## src/sv/dbpp_pkg.sv

```systemverilog
// dbpp_pkg: shared types and constants of the depth band point projector
// register map, configuration record, stage records and arithmetic constants
// no dependencies
package dbpp_pkg;

  localparam int ADDR_W = 5;
  localparam int DATA_W = 32;

  typedef enum logic [2:0] {
    REG_BAND_LOW    = 3'd0,
    REG_BAND_HIGH   = 3'd1,
    REG_RANGE_NEAR  = 3'd2,
    REG_RANGE_FAR   = 3'd3,
    REG_CENTER_X    = 3'd4,
    REG_CENTER_Y    = 3'd5,
    REG_INV_FOCAL_X = 3'd6,
    REG_INV_FOCAL_Y = 3'd7
  } reg_idx_t;

  typedef struct packed {
    logic [8:0]  band_low;
    logic [8:0]  band_high;
    logic [9:0]  range_near_cm;
    logic [9:0]  range_far_cm;
    logic [17:0] center_x_q8;
    logic [17:0] center_y_q8;
    logic [19:0] inv_focal_x_q24;
    logic [19:0] inv_focal_y_q24;
  } cfg_t;

  localparam cfg_t CFG_RESET = '{
    band_low:        9'd0,
    band_high:       9'd256,
    range_near_cm:   10'd100,
    range_far_cm:    10'd140,
    center_x_q8:     18'd86862,
    center_y_q8:     18'd62141,
    inv_focal_x_q24: 20'd28235,
    inv_focal_y_q24: 20'd28386
  };

  typedef struct packed {
    logic [7:0] red;
    logic [7:0] green;
    logic [7:0] blue;
    logic [9:0] column;
    logic [9:0] row_index;
  } pass_t;

  // record handed from the range stages to the projection stages
  typedef struct packed {
    logic               keep;
    pass_t              pass;
    logic [17:0]        zc;
    logic signed [23:0] point_z;
    logic               neg_x;
    logic               neg_y;
    logic [17:0]        mag_x;
    logic [17:0]        mag_y;
  } depth_t;

  localparam logic [7:0]  CODE_MAX   = 8'd255;
  localparam logic [17:0] DIV_BIAS   = 18'd127;
  localparam logic [8:0]  DIV_RECIP  = 9'd257;
  localparam logic [17:0] DIV_CONST  = 18'd255;
  localparam logic [56:0] ROUND_Q32  = 57'h0_0000_8000_0000;
  localparam logic [23:0] POS_MAX    = 24'h7F_FFFF;
  localparam logic [23:0] NEG_MIN    = 24'h80_0000;

endpackage

```

## src/sv/dbpp_regs.sv

```systemverilog
// dbpp_regs: apb configuration registers of the point projector
// depends on dbpp_pkg
module dbpp_regs (
  input  logic                       clk,
  input  logic                       rst,
  input  logic                       psel,
  input  logic                       penable,
  input  logic                       pwrite,
  input  logic [dbpp_pkg::ADDR_W-1:0] paddr,
  input  logic [dbpp_pkg::DATA_W-1:0] pwdata,
  output logic [dbpp_pkg::DATA_W-1:0] prdata,
  output dbpp_pkg::cfg_t             cfg
);

  dbpp_pkg::reg_idx_t idx;

  assign idx = dbpp_pkg::reg_idx_t'(paddr[4:2]);

  always_ff @(posedge clk) begin
    if (rst) begin
      cfg <= dbpp_pkg::CFG_RESET;
    end else if (psel && penable && pwrite) begin
      unique case (idx)
        dbpp_pkg::REG_BAND_LOW:    cfg.band_low        <= pwdata[8:0];
        dbpp_pkg::REG_BAND_HIGH:   cfg.band_high       <= pwdata[8:0];
        dbpp_pkg::REG_RANGE_NEAR:  cfg.range_near_cm   <= pwdata[9:0];
        dbpp_pkg::REG_RANGE_FAR:   cfg.range_far_cm    <= pwdata[9:0];
        dbpp_pkg::REG_CENTER_X:    cfg.center_x_q8     <= pwdata[17:0];
        dbpp_pkg::REG_CENTER_Y:    cfg.center_y_q8     <= pwdata[17:0];
        dbpp_pkg::REG_INV_FOCAL_X: cfg.inv_focal_x_q24 <= pwdata[19:0];
        dbpp_pkg::REG_INV_FOCAL_Y: cfg.inv_focal_y_q24 <= pwdata[19:0];
        default: ;
      endcase
    end
  end

  always_comb begin
    unique case (idx)
      dbpp_pkg::REG_BAND_LOW:    prdata = 32'(cfg.band_low);
      dbpp_pkg::REG_BAND_HIGH:   prdata = 32'(cfg.band_high);
      dbpp_pkg::REG_RANGE_NEAR:  prdata = 32'(cfg.range_near_cm);
      dbpp_pkg::REG_RANGE_FAR:   prdata = 32'(cfg.range_far_cm);
      dbpp_pkg::REG_CENTER_X:    prdata = 32'(cfg.center_x_q8);
      dbpp_pkg::REG_CENTER_Y:    prdata = 32'(cfg.center_y_q8);
      dbpp_pkg::REG_INV_FOCAL_X: prdata = 32'(cfg.inv_focal_x_q24);
      dbpp_pkg::REG_INV_FOCAL_Y: prdata = 32'(cfg.inv_focal_y_q24);
      default:                   prdata = '0;
    endcase
  end

endmodule

```

## config.mk

```make
export PLATFORM = sky130hd
export DESIGN_NAME = dbpp_regs
export DESIGN_NICKNAME = d
export VERILOG_FILES = /design/src/sv/dbpp_pkg.sv /design/src/sv/dbpp_regs.sv
export SDC_FILE = /design/constraint.sdc
export NUM_CORES = 1
export LEC_CHECK = 0
export ABC_AREA = 1
export BUFFER_PORTS_ARGS = -buffer_cell sky130_fd_sc_hd__buf_2
export CORE_UTILIZATION = 45
export DETAILED_ROUTE_END_ITERATION = 16
export PLACE_DENSITY = 0.77
export SLEW_MARGIN = 5
export SYNTH_ARGS = -nofsm -noshare
export SYNTH_HDL_FRONTEND = slang
export SYNTH_SLANG_ARGS = --single-unit
```

## constraint.sdc

```tcl
create_clock -name clk -period 1.1 [get_ports clk]
set_input_delay 0.055 -clock clk [delete_from_list [all_inputs] [get_ports clk]]
set_output_delay 0.055 -clock clk [all_outputs]
set_load 0.02 [all_outputs]
```

==> run summary <==
status: complete, but fails checks
failing checks: setup timing
Final HPWL DP: 12200 µm
Pleak: 3.90 nW
largest net degree at the start of global routing: 60
1st-iter DRT viols: 675
Seq/Total Area, Yosys: 0.446
Adder-Cell Fraction of Synth Area: 0
Worst path top cell family by delay: simple AND/OR/NAND/NOR gates
area of the mapped netlist: 5120 µm²
CTS tree: built
Chip Height: 109 µm
critical path cell sequence: nand4_1 -> nand2_1 -> nor2_4 -> nand3_2 -> buf_6
Rows: 38
worst hold slack: 0.0264 ns
clk slew on worst S/H paths: 0.05 ns
Worst Setup SP: cfg[101]$_SDFFE_PP0P_
most common cell after layout, fill and taps aside: nand2_1
top cells by area, synth: dfxtp_1, nand2_1, nor2_1
die area: 11800 µm²
CP max stage cell: dfxtp_2
wire per inst: 17.9 µm
Layout area overhead: 53.6%
Yosys warnings: 0
post-route minimum period: 1.40 ns
GRT Util Overall: 0.321
critical path data required time: 1.04 ns
Worst setup EP type: primary output
complex-gate fraction of the synthesized area: 0.0845
peak supply drop: 905 µV
Root Buffer: clkbuf_16
Syn Inst Count: 740
Reg with most FFs: cfg
Final ANT Viol Nets: 0
initial antenna violation count: 0
routability cong.: 0.924
total number of vias: 6490
hold path startpoint: pwdata[1]
Max Freq: 712 MHz
layout cells sized above 1: 0.458
Yosys top cell area share: 0.446
Remaining Overflow, GRT: 0
first-pass GRT wire length: 29000 µm
main combinational cell family by area after synthesis: simple AND/OR/NAND/NOR gates
flops & latches, synth: 114
CP Class: flip-flop to primary output
max reg flops: 114
1st-pass router iterations: 7
Vias/cell: 5.71
# diodes: 0
worst skew pair latency: 0.40 ns
Hold Crit Class: input port to flip-flop
Final WS setup: -0.305 ns
cell taking the most area after synthesis: dfxtp_1
clock tree sinks: 114
final-report hold violation count: 0
Critical Path Fanout Max: 3
CTS Buf Count: 17
mux cell area share after synthesis: 0
H-tree levels: 4
Final Skew: 0 ns
synth unique cells: 25
core area: 11000 µm²
period utilisation layout: 1.28
worst path arrival time: 1.35 ns
element type at the critical path start: flip-flop
Syn Area/Cell: 6.92 µm²
max cap viols: 0
endpoints failing setup: 17
Final Max Tran Viols: 0
xor-xnor portion of the synthesized cell area: 0
die extent in x: 109 µm
Largest regs: cfg x114
vias in the first global route: 5721
Critical path buffers and inverters: 1
Pwr Density: 1390 nW/µm²
R2R Path Start: cfg[93]$_SDFFE_PP0P_
Initial Utilization: 0.466
Synth Area in Simple Gates: 0.382
num ports: 188
commonest cells after routing, fill and taps aside: nand2_1, buf_2, nor2_1
RSZ-0062 raised after global routing: true
final wirelength: 20300 µm
Port Buffers: 161
# DRC: 0
Cells after DPL: 1040
Clock Path Buffers: 2
nets: 1025
post-route insts no fill: 1136
critical path's largest stage delay: 0.33 ns
-- kinds of logic after synthesis --
kind of cell	Yosys count
simple gates	451
flops	114
buf+inv	93
compound gates	81
other cells	1
-- per-layer routing --
metal | up-vias | global-route usage | routed length [µm]
met2 | 492 | 0.516 | 9470
met1 | 2957 | 0.409 | 7570
li1 | 2905 | - | -
met3 | 136 | 0.0544 | 2050
met5 | - | 0 | 0
met4 | 0 | 0.176 | 1220
-- final timing paths --
kind              slack [ns]                    to  depth (start not counted)
setup reg to reg        0.24  cfg[93]$_SDFFE_PP0P_                          3
hold / removal          0.03   cfg[1]$_SDFFE_PP1P_                          3
setup / recovery       -0.30             prdata[5]                          5
hold reg to reg         0.46  cfg[52]$_SDFFE_PP1P_                          2
-- metrics by stage --
step / TNS (ns) / power [mW] / cell area [µm²] / setup WS (ns) / util
floorplan: 0 / 4.94 / 5210 / 0.00975 / -
global placement: -5.35 / 5.33 / 6390 / -0.107 / 0.581
detailed placement: -8.83 / 5.34 / 6390 / -0.145 / 0.581
CTS: -2.41 / 10.8 / 7570 / -0.285 / 0.689
global route: -3.38 / 11.2 / 7870 / -0.342 / 0.716
finish: -2.56 / 10.9 / 7870 / -0.305 / 0.716
-- synthesized netlist by cell type --
| cell type | count |
|---|---|
| nand3_4 | 1 |
| conb_1 | 1 |
| a22o_1 | 2 |
| inv_1 | 15 |
| nand3_2 | 1 |
| nand2_1 | 167 |
| clkinv_1 | 2 |
| nor2_1 | 153 |
| inv_2 | 10 |
| nor2_4 | 3 |
| nand3_1 | 59 |
| a22oi_1 | 1 |
| clkbuf_1 | 22 |
| buf_1 | 3 |
| buf_6 | 1 |
| buf_2 | 24 |
| nor2_2 | 3 |
| o21ai_0 | 50 |
| o21ai_1 | 21 |
| dfxtp_1 | 114 |
| o211ai_1 | 7 |
| nand4_1 | 46 |
| nand2_2 | 1 |
| buf_4 | 16 |
| nor3_1 | 17 |
-- layout make-up --
| cell class | count | area [µm²] |
|---|---|---|
| timing repair buffer | 279 | 1970 |
| tap | 140 | 175 |
| clock buffer | 22 | 464 |
| multi-input combinational | 544 | 2650 |
| sequential | 114 | 2390 |
| inverter | 27 | 104 |
| clock inverter | 10 | 109 |
| fill | 773 | 3120 |
-- where the power goes --
part | total, mW | switching (mW) | internal (mW) | leakage, nW
Clock | 5.38 | 1.94 | 3.43 | 0.280
Combinational | 1.29 | 0.806 | 0.483 | 2.70
Sequential | 4.23 | 0.0441 | 4.19 | 0.928
Total | 10.9 | 2.79 | 8.10 | 3.90
-- worst reg2reg max path: stages, from the launching register on --
cell     delay [ns]
dfxtp_2        0.33
buf_4          0.13
o21ai_0        0.21
nor2_1         0.07
-- what timing repair did --
action | in CTS | in global routing
cloned | 1 | 0
endpoints found under the setup margin | 20 | 20
gates resized for setup | 122 | 62
setup buffers | 31 | 21
pin swaps | 54 | 54
hold endpoints to repair | 39 | 0
hold buffers | 11 | 0
(Power assumes the default switching activity.)
