### config.mk
export PLATFORM = sky130hd
export DESIGN_NAME = dbpp_depth_flat
export DESIGN_NICKNAME = d
export VERILOG_FILES = /design/src/sv/dbpp_pkg.sv /design/src/sv/dbpp_if.sv /design/src/sv/dbpp_depth.sv /design/src/flat_wrapper.sv
export SDC_FILE = /design/constraint.sdc
export NUM_CORES = 1
export LEC_CHECK = 0
export BUFFER_PORTS_ARGS = -buffer_cell sky130_fd_sc_hd__buf_2
export CAP_MARGIN = 20
export CELL_PAD_IN_SITES_DETAIL_PLACEMENT = 0
export CELL_PAD_IN_SITES_GLOBAL_PLACEMENT = 2
export CORE_ASPECT_RATIO = 0.5
export CORE_MARGIN = 2
export CORE_UTILIZATION = 44
export DETAILED_ROUTE_END_ITERATION = 10
export PLACE_DENSITY_LB_ADDON = 0.1
export SLEW_MARGIN = 10
export SYNTH_ARGS = -nofsm -noshare
export SYNTH_HDL_FRONTEND = slang
export SYNTH_SLANG_ARGS = --single-unit
### constraint.sdc
create_clock -name clk -period 16.17 [get_ports clk]
set_input_delay 0.8085 -clock clk [delete_from_list [all_inputs] [get_ports clk]]
set_output_delay 0.8085 -clock clk [all_outputs]
set_load 0.02 [all_outputs]
### src/sv/dbpp_pkg.sv
// dbpp_pkg: shared types and constants of the depth band point projector
// register map, configuration record, stage records and arithmetic constants
// no dependencies
package dbpp_pkg;

  localparam int ADDR_W = 5;
  localparam int DATA_W = 32;

  typedef enum logic [2:0] {
    REG_BAND_LOW    = 3'd0,
    REG_BAND_HIGH   = 3'd1,
    REG_RANGE_NEAR  = 3'd2,
    REG_RANGE_FAR   = 3'd3,
    REG_CENTER_X    = 3'd4,
    REG_CENTER_Y    = 3'd5,
    REG_INV_FOCAL_X = 3'd6,
    REG_INV_FOCAL_Y = 3'd7
  } reg_idx_t;

  typedef struct packed {
    logic [8:0]  band_low;
    logic [8:0]  band_high;
    logic [9:0]  range_near_cm;
    logic [9:0]  range_far_cm;
    logic [17:0] center_x_q8;
    logic [17:0] center_y_q8;
    logic [19:0] inv_focal_x_q24;
    logic [19:0] inv_focal_y_q24;
  } cfg_t;

  localparam cfg_t CFG_RESET = '{
    band_low:        9'd0,
    band_high:       9'd256,
    range_near_cm:   10'd100,
    range_far_cm:    10'd140,
    center_x_q8:     18'd86862,
    center_y_q8:     18'd62141,
    inv_focal_x_q24: 20'd28235,
    inv_focal_y_q24: 20'd28386
  };

  typedef struct packed {
    logic [7:0] red;
    logic [7:0] green;
    logic [7:0] blue;
    logic [9:0] column;
    logic [9:0] row_index;
  } pass_t;

  // record handed from the range stages to the projection stages
  typedef struct packed {
    logic               keep;
    pass_t              pass;
    logic [17:0]        zc;
    logic signed [23:0] point_z;
    logic               neg_x;
    logic               neg_y;
    logic [17:0]        mag_x;
    logic [17:0]        mag_y;
  } depth_t;

  localparam logic [7:0]  CODE_MAX   = 8'd255;
  localparam logic [17:0] DIV_BIAS   = 18'd127;
  localparam logic [8:0]  DIV_RECIP  = 9'd257;
  localparam logic [17:0] DIV_CONST  = 18'd255;
  localparam logic [56:0] ROUND_Q32  = 57'h0_0000_8000_0000;
  localparam logic [23:0] POS_MAX    = 24'h7F_FFFF;
  localparam logic [23:0] NEG_MIN    = 24'h80_0000;

endpackage

### src/sv/dbpp_if.sv
// dbpp_pix_if and dbpp_pt_if: valid/ready channels of the point projector
// pixel request in, point request out
// no dependencies
interface dbpp_pix_if;
  logic       valid;
  logic       ready;
  logic [7:0] depth_code;
  logic [7:0] red_in;
  logic [7:0] green_in;
  logic [7:0] blue_in;
  logic [9:0] column;
  logic [9:0] row_index;

  modport source (output valid, depth_code, red_in, green_in, blue_in, column, row_index,
                  input ready);
  modport sink (input valid, depth_code, red_in, green_in, blue_in, column, row_index,
                output ready);
endinterface


### src/sv/dbpp_depth.sv
// dbpp_depth: band test, range from depth code and pixel offsets, four stages
// depends on dbpp_pkg and dbpp_pix_if
module dbpp_depth #(
  parameter int IMAGE_WIDTH  = 640,
  parameter int IMAGE_HEIGHT = 480
) (
  input  logic                clk,
  input  logic                rst,
  input  dbpp_pkg::cfg_t      cfg,
  dbpp_pix_if.sink            pix_in,
  output logic                dvalid,
  input  logic                dready,
  output dbpp_pkg::depth_t    dout
);

  // stage 1: band test, span, offsets
  logic               v1;
  logic               keep1;
  dbpp_pkg::pass_t    pass1;
  logic [7:0]         diff1;
  logic               span_neg1;
  logic [9:0]         span_mag1;
  logic signed [18:0] dx1;
  logic signed [18:0] dy1;
  // stage 2: span product, offset magnitudes
  logic               v2;
  logic               keep2;
  dbpp_pkg::pass_t    pass2;
  logic               span_neg2;
  logic [17:0]        p2;
  logic               neg_x2;
  logic               neg_y2;
  logic [17:0]        mag_x2;
  logic [17:0]        mag_y2;
  // stage 3: reciprocal estimate of the divide by 255
  logic               v3;
  logic               keep3;
  dbpp_pkg::pass_t    pass3;
  logic               span_neg3;
  logic [17:0]        p3;
  logic [17:0]        num3;
  logic [9:0]         qe3;
  logic               neg_x3;
  logic               neg_y3;
  logic [17:0]        mag_x3;
  logic [17:0]        mag_y3;
  // stage 4 lives in dout
  logic               v4;

  logic rdy1, rdy2, rdy3, rdy4;
  logic keep_next;
  logic [17:0] num_next;
  logic [26:0] recip_prod;
  logic [17:0] rem4;
  logic [9:0]  q4;
  logic [17:0] t4;
  logic signed [19:0] zc4;
  logic [10:0] mid_sum;
  logic signed [20:0] pz4;

  assign rdy4 = !v4 || dready;
  assign rdy3 = !v3 || rdy4;
  assign rdy2 = !v2 || rdy3;
  assign rdy1 = !v1 || rdy2;
  assign pix_in.ready = rdy1;
  assign dvalid = v4;

  assign keep_next = (pix_in.depth_code != 8'd0) &&
                     ({1'b0, pix_in.depth_code} >= cfg.band_low) &&
                     ({1'b0, pix_in.depth_code} < cfg.band_high) &&
                     ({1'b0, pix_in.column} < 11'(IMAGE_WIDTH)) &&
                     ({1'b0, pix_in.row_index} < 11'(IMAGE_HEIGHT));

  assign num_next   = p2 + dbpp_pkg::DIV_BIAS;
  assign recip_prod = 27'(num_next) * 27'(dbpp_pkg::DIV_RECIP);

  assign rem4    = num3 - 18'(18'(qe3) * dbpp_pkg::DIV_CONST);
  assign q4      = qe3 + 10'(rem4 >= dbpp_pkg::DIV_CONST);
  assign t4      = p3 + 18'(q4);
  assign zc4     = span_neg3
                   ? $signed({2'b00, cfg.range_near_cm, 8'd0}) - $signed({2'b00, t4})
                   : $signed({2'b00, cfg.range_near_cm, 8'd0}) + $signed({2'b00, t4});
  assign mid_sum = {1'b0, cfg.range_near_cm} + {1'b0, cfg.range_far_cm};
  assign pz4     = 21'(zc4) - $signed({3'b000, mid_sum[10:1], 8'd0});

  always_ff @(posedge clk) begin
    if (rst) begin
      v1 <= 1'b0;
      v2 <= 1'b0;
      v3 <= 1'b0;
      v4 <= 1'b0;
    end else begin
      if (rdy1) v1 <= pix_in.valid;
      if (rdy2) v2 <= v1;
      if (rdy3) v3 <= v2;
      if (rdy4) v4 <= v3;
    end
  end

  always_ff @(posedge clk) begin
    if (rdy1 && pix_in.valid) begin
      keep1           <= keep_next;
      pass1.red       <= pix_in.red_in;
      pass1.green     <= pix_in.green_in;
      pass1.blue      <= pix_in.blue_in;
      pass1.column    <= pix_in.column;
      pass1.row_index <= pix_in.row_index;
      diff1           <= dbpp_pkg::CODE_MAX - pix_in.depth_code;
      span_neg1       <= cfg.range_far_cm < cfg.range_near_cm;
      span_mag1       <= (cfg.range_far_cm < cfg.range_near_cm)
                         ? cfg.range_near_cm - cfg.range_far_cm
                         : cfg.range_far_cm - cfg.range_near_cm;
      dx1             <= $signed({1'b0, pix_in.column, 8'd0}) -
                         $signed({1'b0, cfg.center_x_q8});
      dy1             <= $signed({1'b0, pix_in.row_index, 8'd0}) -
                         $signed({1'b0, cfg.center_y_q8});
    end
    if (rdy2 && v1) begin
      keep2     <= keep1;
      pass2     <= pass1;
      span_neg2 <= span_neg1;
      p2        <= 18'(diff1) * 18'(span_mag1);
      neg_x2    <= dx1[18];
      neg_y2    <= dy1[18];
      mag_x2    <= dx1[18] ? 18'(-dx1) : 18'(dx1);
      mag_y2    <= dy1[18] ? 18'(-dy1) : 18'(dy1);
    end
    if (rdy3 && v2) begin
      keep3     <= keep2;
      pass3     <= pass2;
      span_neg3 <= span_neg2;
      p3        <= p2;
      num3      <= num_next;
      qe3       <= recip_prod[25:16];
      neg_x3    <= neg_x2;
      neg_y3    <= neg_y2;
      mag_x3    <= mag_x2;
      mag_y3    <= mag_y2;
    end
    if (rdy4 && v3) begin
      dout.keep    <= keep3;
      dout.pass    <= pass3;
      dout.zc      <= zc4[19] ? 18'd0 : zc4[17:0];
      dout.point_z <= keep3 ? 24'(pz4) : 24'sd0;
      dout.neg_x   <= neg_x3;
      dout.neg_y   <= neg_y3;
      dout.mag_x   <= mag_x3;
      dout.mag_y   <= mag_y3;
    end
  end

endmodule

### src/flat_wrapper.sv
// flat-port wrapper written by rule: the top's interface ports become plain ports
module dbpp_depth_flat 
#(
  parameter int IMAGE_WIDTH  = 640,
  parameter int IMAGE_HEIGHT = 480
)
  (clk, rst, cfg, dvalid, dready, dout, pix_in_valid, pix_in_depth_code, pix_in_red_in, pix_in_green_in, pix_in_blue_in, pix_in_column, pix_in_row_index, pix_in_ready);
  dbpp_pix_if pix_in_i ();
  input  logic clk;
  input  logic rst;
  input  dbpp_pkg::cfg_t cfg;
  output logic dvalid;
  input  logic dready;
  output dbpp_pkg::depth_t dout;
  input wire logic [$bits(pix_in_i.valid)-1:0] pix_in_valid;
  input wire logic [$bits(pix_in_i.depth_code)-1:0] pix_in_depth_code;
  input wire logic [$bits(pix_in_i.red_in)-1:0] pix_in_red_in;
  input wire logic [$bits(pix_in_i.green_in)-1:0] pix_in_green_in;
  input wire logic [$bits(pix_in_i.blue_in)-1:0] pix_in_blue_in;
  input wire logic [$bits(pix_in_i.column)-1:0] pix_in_column;
  input wire logic [$bits(pix_in_i.row_index)-1:0] pix_in_row_index;
  output wire logic [$bits(pix_in_i.ready)-1:0] pix_in_ready;
  assign pix_in_i.valid = pix_in_valid;
  assign pix_in_i.depth_code = pix_in_depth_code;
  assign pix_in_i.red_in = pix_in_red_in;
  assign pix_in_i.green_in = pix_in_green_in;
  assign pix_in_i.blue_in = pix_in_blue_in;
  assign pix_in_i.column = pix_in_column;
  assign pix_in_i.row_index = pix_in_row_index;
  assign pix_in_ready = pix_in_i.ready;
  dbpp_depth #(.IMAGE_WIDTH(IMAGE_WIDTH), .IMAGE_HEIGHT(IMAGE_HEIGHT)) u_core (.clk(clk), .rst(rst), .cfg(cfg), .pix_in(pix_in_i), .dvalid(dvalid), .dready(dready), .dout(dout));
endmodule
==> impl_metrics.ini <==
[global_route]
overflow = 0
grt_pass1_vias = 15300
grt_max_degree = 76
grt_pass1_wl_um = 83100
antenna_found_initial = 4
grtUsageTotal_pct = 17.3

[setup_path]
cp_max_fo = 6
cp-startpoint = u_core.qe3[8]
r2r_slack_ns = 4.79
cp.required_ns = 16.60
reg2reg_from = u_core.qe3[8]
reg2reg_depth = 43
critPathSlowestCell = fa_1
critPathArrivalTime_ns = 11.81
critPathMaxStageDelay_ns = 0.60
crit_path_end = u_core.dout[58]
endpoint_kind = register
crit_type = reg -> reg
cp-start-kind = register
r2r-end = u_core.dout[58]

[pwr]
p_clk_share_pct = 16.6
ir_worst_vdd_mv = 0.365
power_frac_comb_pct = 58.6
p_total_mw = 6.31
p_switching_mw = 2.65
power_leakage_nw = 12.3
power.internal_mw = 3.66
seqPwrFrac_pct = 24.8
swShare_pct = 42.0
powerDensity_mw_per_mm2 = 213

[cts]
cts_root_buf = clkbuf_16
cts_buffer_depth = 3
hold_buffers = 0
path_clk_slew_ns = 0.07
cts_setup_buffers = 0
cts_tree = yes
h-tree-depth = 2
insertion_delay_ns = 0.58
cts_buffers = 43
cts.sinks = 460
cts_resized = 0

[drt]
vias = 15300
viasPerCell = 4.86
drtAntennaViolNets = 0
wire_per_inst_um = 16.8
first_iter_violations = 802
route.detailed.drc = 0
routed_wl_um = 52700
drt-pass1-iter-count = 5

[yosys]
synth_ff_type = edfxtp_1
synth_area_mm2 = 0.0259
synth_top_cell_area_share_pct = 52.8
ys_warn_count = 0
synthArstFlopShare_pct = 0
ys_ff_latch = 460
synth_edf_count = 456
synth_cell_types = 79
syn-instance-count = 2052
yosys.area.top_type = edfxtp_1
ys_seq_area_share_pct = 53.2
synth_area_per_cell_um2 = 12.6
syn_nets = 2561
synth_area_leaders = edfxtp_1, ha_1, fa_1

[run_status]
status = complete, no violations

[finish]
syn2layout_area_growth_pct = 14.2
fillers = 5131
final_common_cell = edfxtp_1
layout_common_cells = edfxtp_1, inv_1, buf_2
nets = 2841
multi_input_area_mm2 = 0.0109
fin_area_mm2 = 0.0296
drive_above_1_share_pct = 15.3
seqCellArea_mm2 = 0.0138

[placed_design]
globalplace.congestion = 0.815
io_buffers = 256
placed_area_mm2 = 0.0281
dp_hpwl_um = 40600

[die]
die_h_um = 176
fp.dieW_um = 347
core_area_mm2 = 0.0578
start_util_pct = 44.8
ios = 297
row_count = 62
die_area_mm2 = 0.0610

[sta]
maxSlewViolCount = 0
min_period_ns = 11.38
hold_violations = 0
tns_ns = 0
setup_viol = 0
max-slew-margin-rel_pct = 30.0
rsz0062_at_grt = false
fin_crit_sh_pct = 70.4
fin_skew_ns = 0.0209
worst_slew_pin_slew_ns = 1.05
max_freq_mhz = 87.9
holdWs_ns = 0.405

[hold_path]
hold_path.class = reg -> reg

[run]
max-cap-violations = 0
==> synthesized netlist by cell type, drive strengths merged (39+ instances only) <==
library cell    n
a21oi          86
and2           53
edfxtp        456
fa            108
ha            231
inv           301
nand2         106
nor2          108
nor3           39
o21ai          62
xnor2         128
xor2           44
==> metal layers <==
metal	vias up	share of wire [%]	wire length (um)	global-route usage, %
met5	-	0	0	0
met2	175	49	26000	30.0
met3	55	3.6	1920	3.06
li1	7711	-	-	-
met4	0	1.5	783	3.93
met1	7320	46	24000	22.8
==> worst min path at each step <==
| stage | from | to | slack, ns | cells after the start |
|---|---|---|---|---|
| after global placement | u_core.pass2[25] | u_core.pass3[25] | 0.40 | 0 |
| after global routing | pix_in_blue_in[3] | u_core.pass1[23] | 0.37 | 1 |
| after CTS | pix_in_blue_in[6] | u_core.pass1[26] | 0.35 | 1 |
| final | u_core.pass1[34] | u_core.pass2[34] | 0.40 | 0 |
| after detailed placement | u_core.pass3[24] | u_core.dout[104] | 0.40 | 0 |
| after floorplan | u_core.mag_y3[0] | u_core.dout[0] | 0.40 | 0 |
==> critical path: cells and delay by family, from the launching register on <==
kind	cells	cell delay, ns
AO/OA/AOI/OAI	20	4.06
AND/OR/NAND/NOR	5	1.54
adder cells (fa/ha/maj)	10	4.06
XOR/XNOR	3	0.62
buffers and inverters	5	0.47
flip-flops	1	0.51
==> power groups by stage <==
stage	Combinational [mW]	Sequential [mW]	Clock [mW]
after global placement	3.72	1.59	0
after CTS	3.76	1.57	1.08
after global routing	4.26	1.58	1.13
after detailed placement	3.73	1.59	0
final	3.70	1.57	1.05
after floorplan	2.94	1.57	0
==> state kept, by name (all words and copies together), names as in the netlist, 19 cells and up <==
name          cells
u_core.dout     122
u_core.pass1     44
u_core.pass2     44
u_core.pass3     44
u_core.dx1       19
u_core.dy1       19
==> cell families (layout without fill, tap and decap cells) <==
| logic type | after synthesis | in the layout | synth area share (%) |
|---|---|---|---|
| AOI/OAI and AO/OA | 305 | 305 | 7.83 |
| xor gates and xnor gates | 172 | 172 | 5.84 |
| other | 0 | 4 | 0 |
| muxes | 14 | 14 | 0.546 |
| and+or+nand+nor | 431 | 431 | 8.25 |
| DFF | 460 | 460 | 53.2 |
| adders and majority gates | 339 | 339 | 19.5 |
| buffers and inverters | 331 | 645 | 4.88 |
==> metrics by stage <==
| stage | utilization, % | setup WS (ns) | cells |
|---|---|---|---|
| 6_report | 51.2 | 4.79 | 3138 |
| 4_1_cts | 51.2 | 4.69 | 3134 |
| 2_1_floorplan | - | 5.07 | 2052 |
| 3_3_place_gp | 48.7 | 4.85 | 3055 |
| 5_1_grt | 51.2 | 3.98 | 3138 |
| 3_5_place_dp | 48.7 | 4.80 | 3055 |
==> cell type report <==
| type | instances | share of cell area, % |
|---|---|---|
| tap | 768 | 3.25 |
| timing repair buffer | 265 | 4.56 |
| sequential | 460 | 46.6 |
| clock buffer | 50 | 3.73 |
| inverter | 301 | 3.82 |
| antenna | 4 | 0.0338 |
| clock inverter | 29 | 1.18 |
| multi-input combinational | 1261 | 36.9 |
No activity file was read; power rests on OpenSTA's default activity.
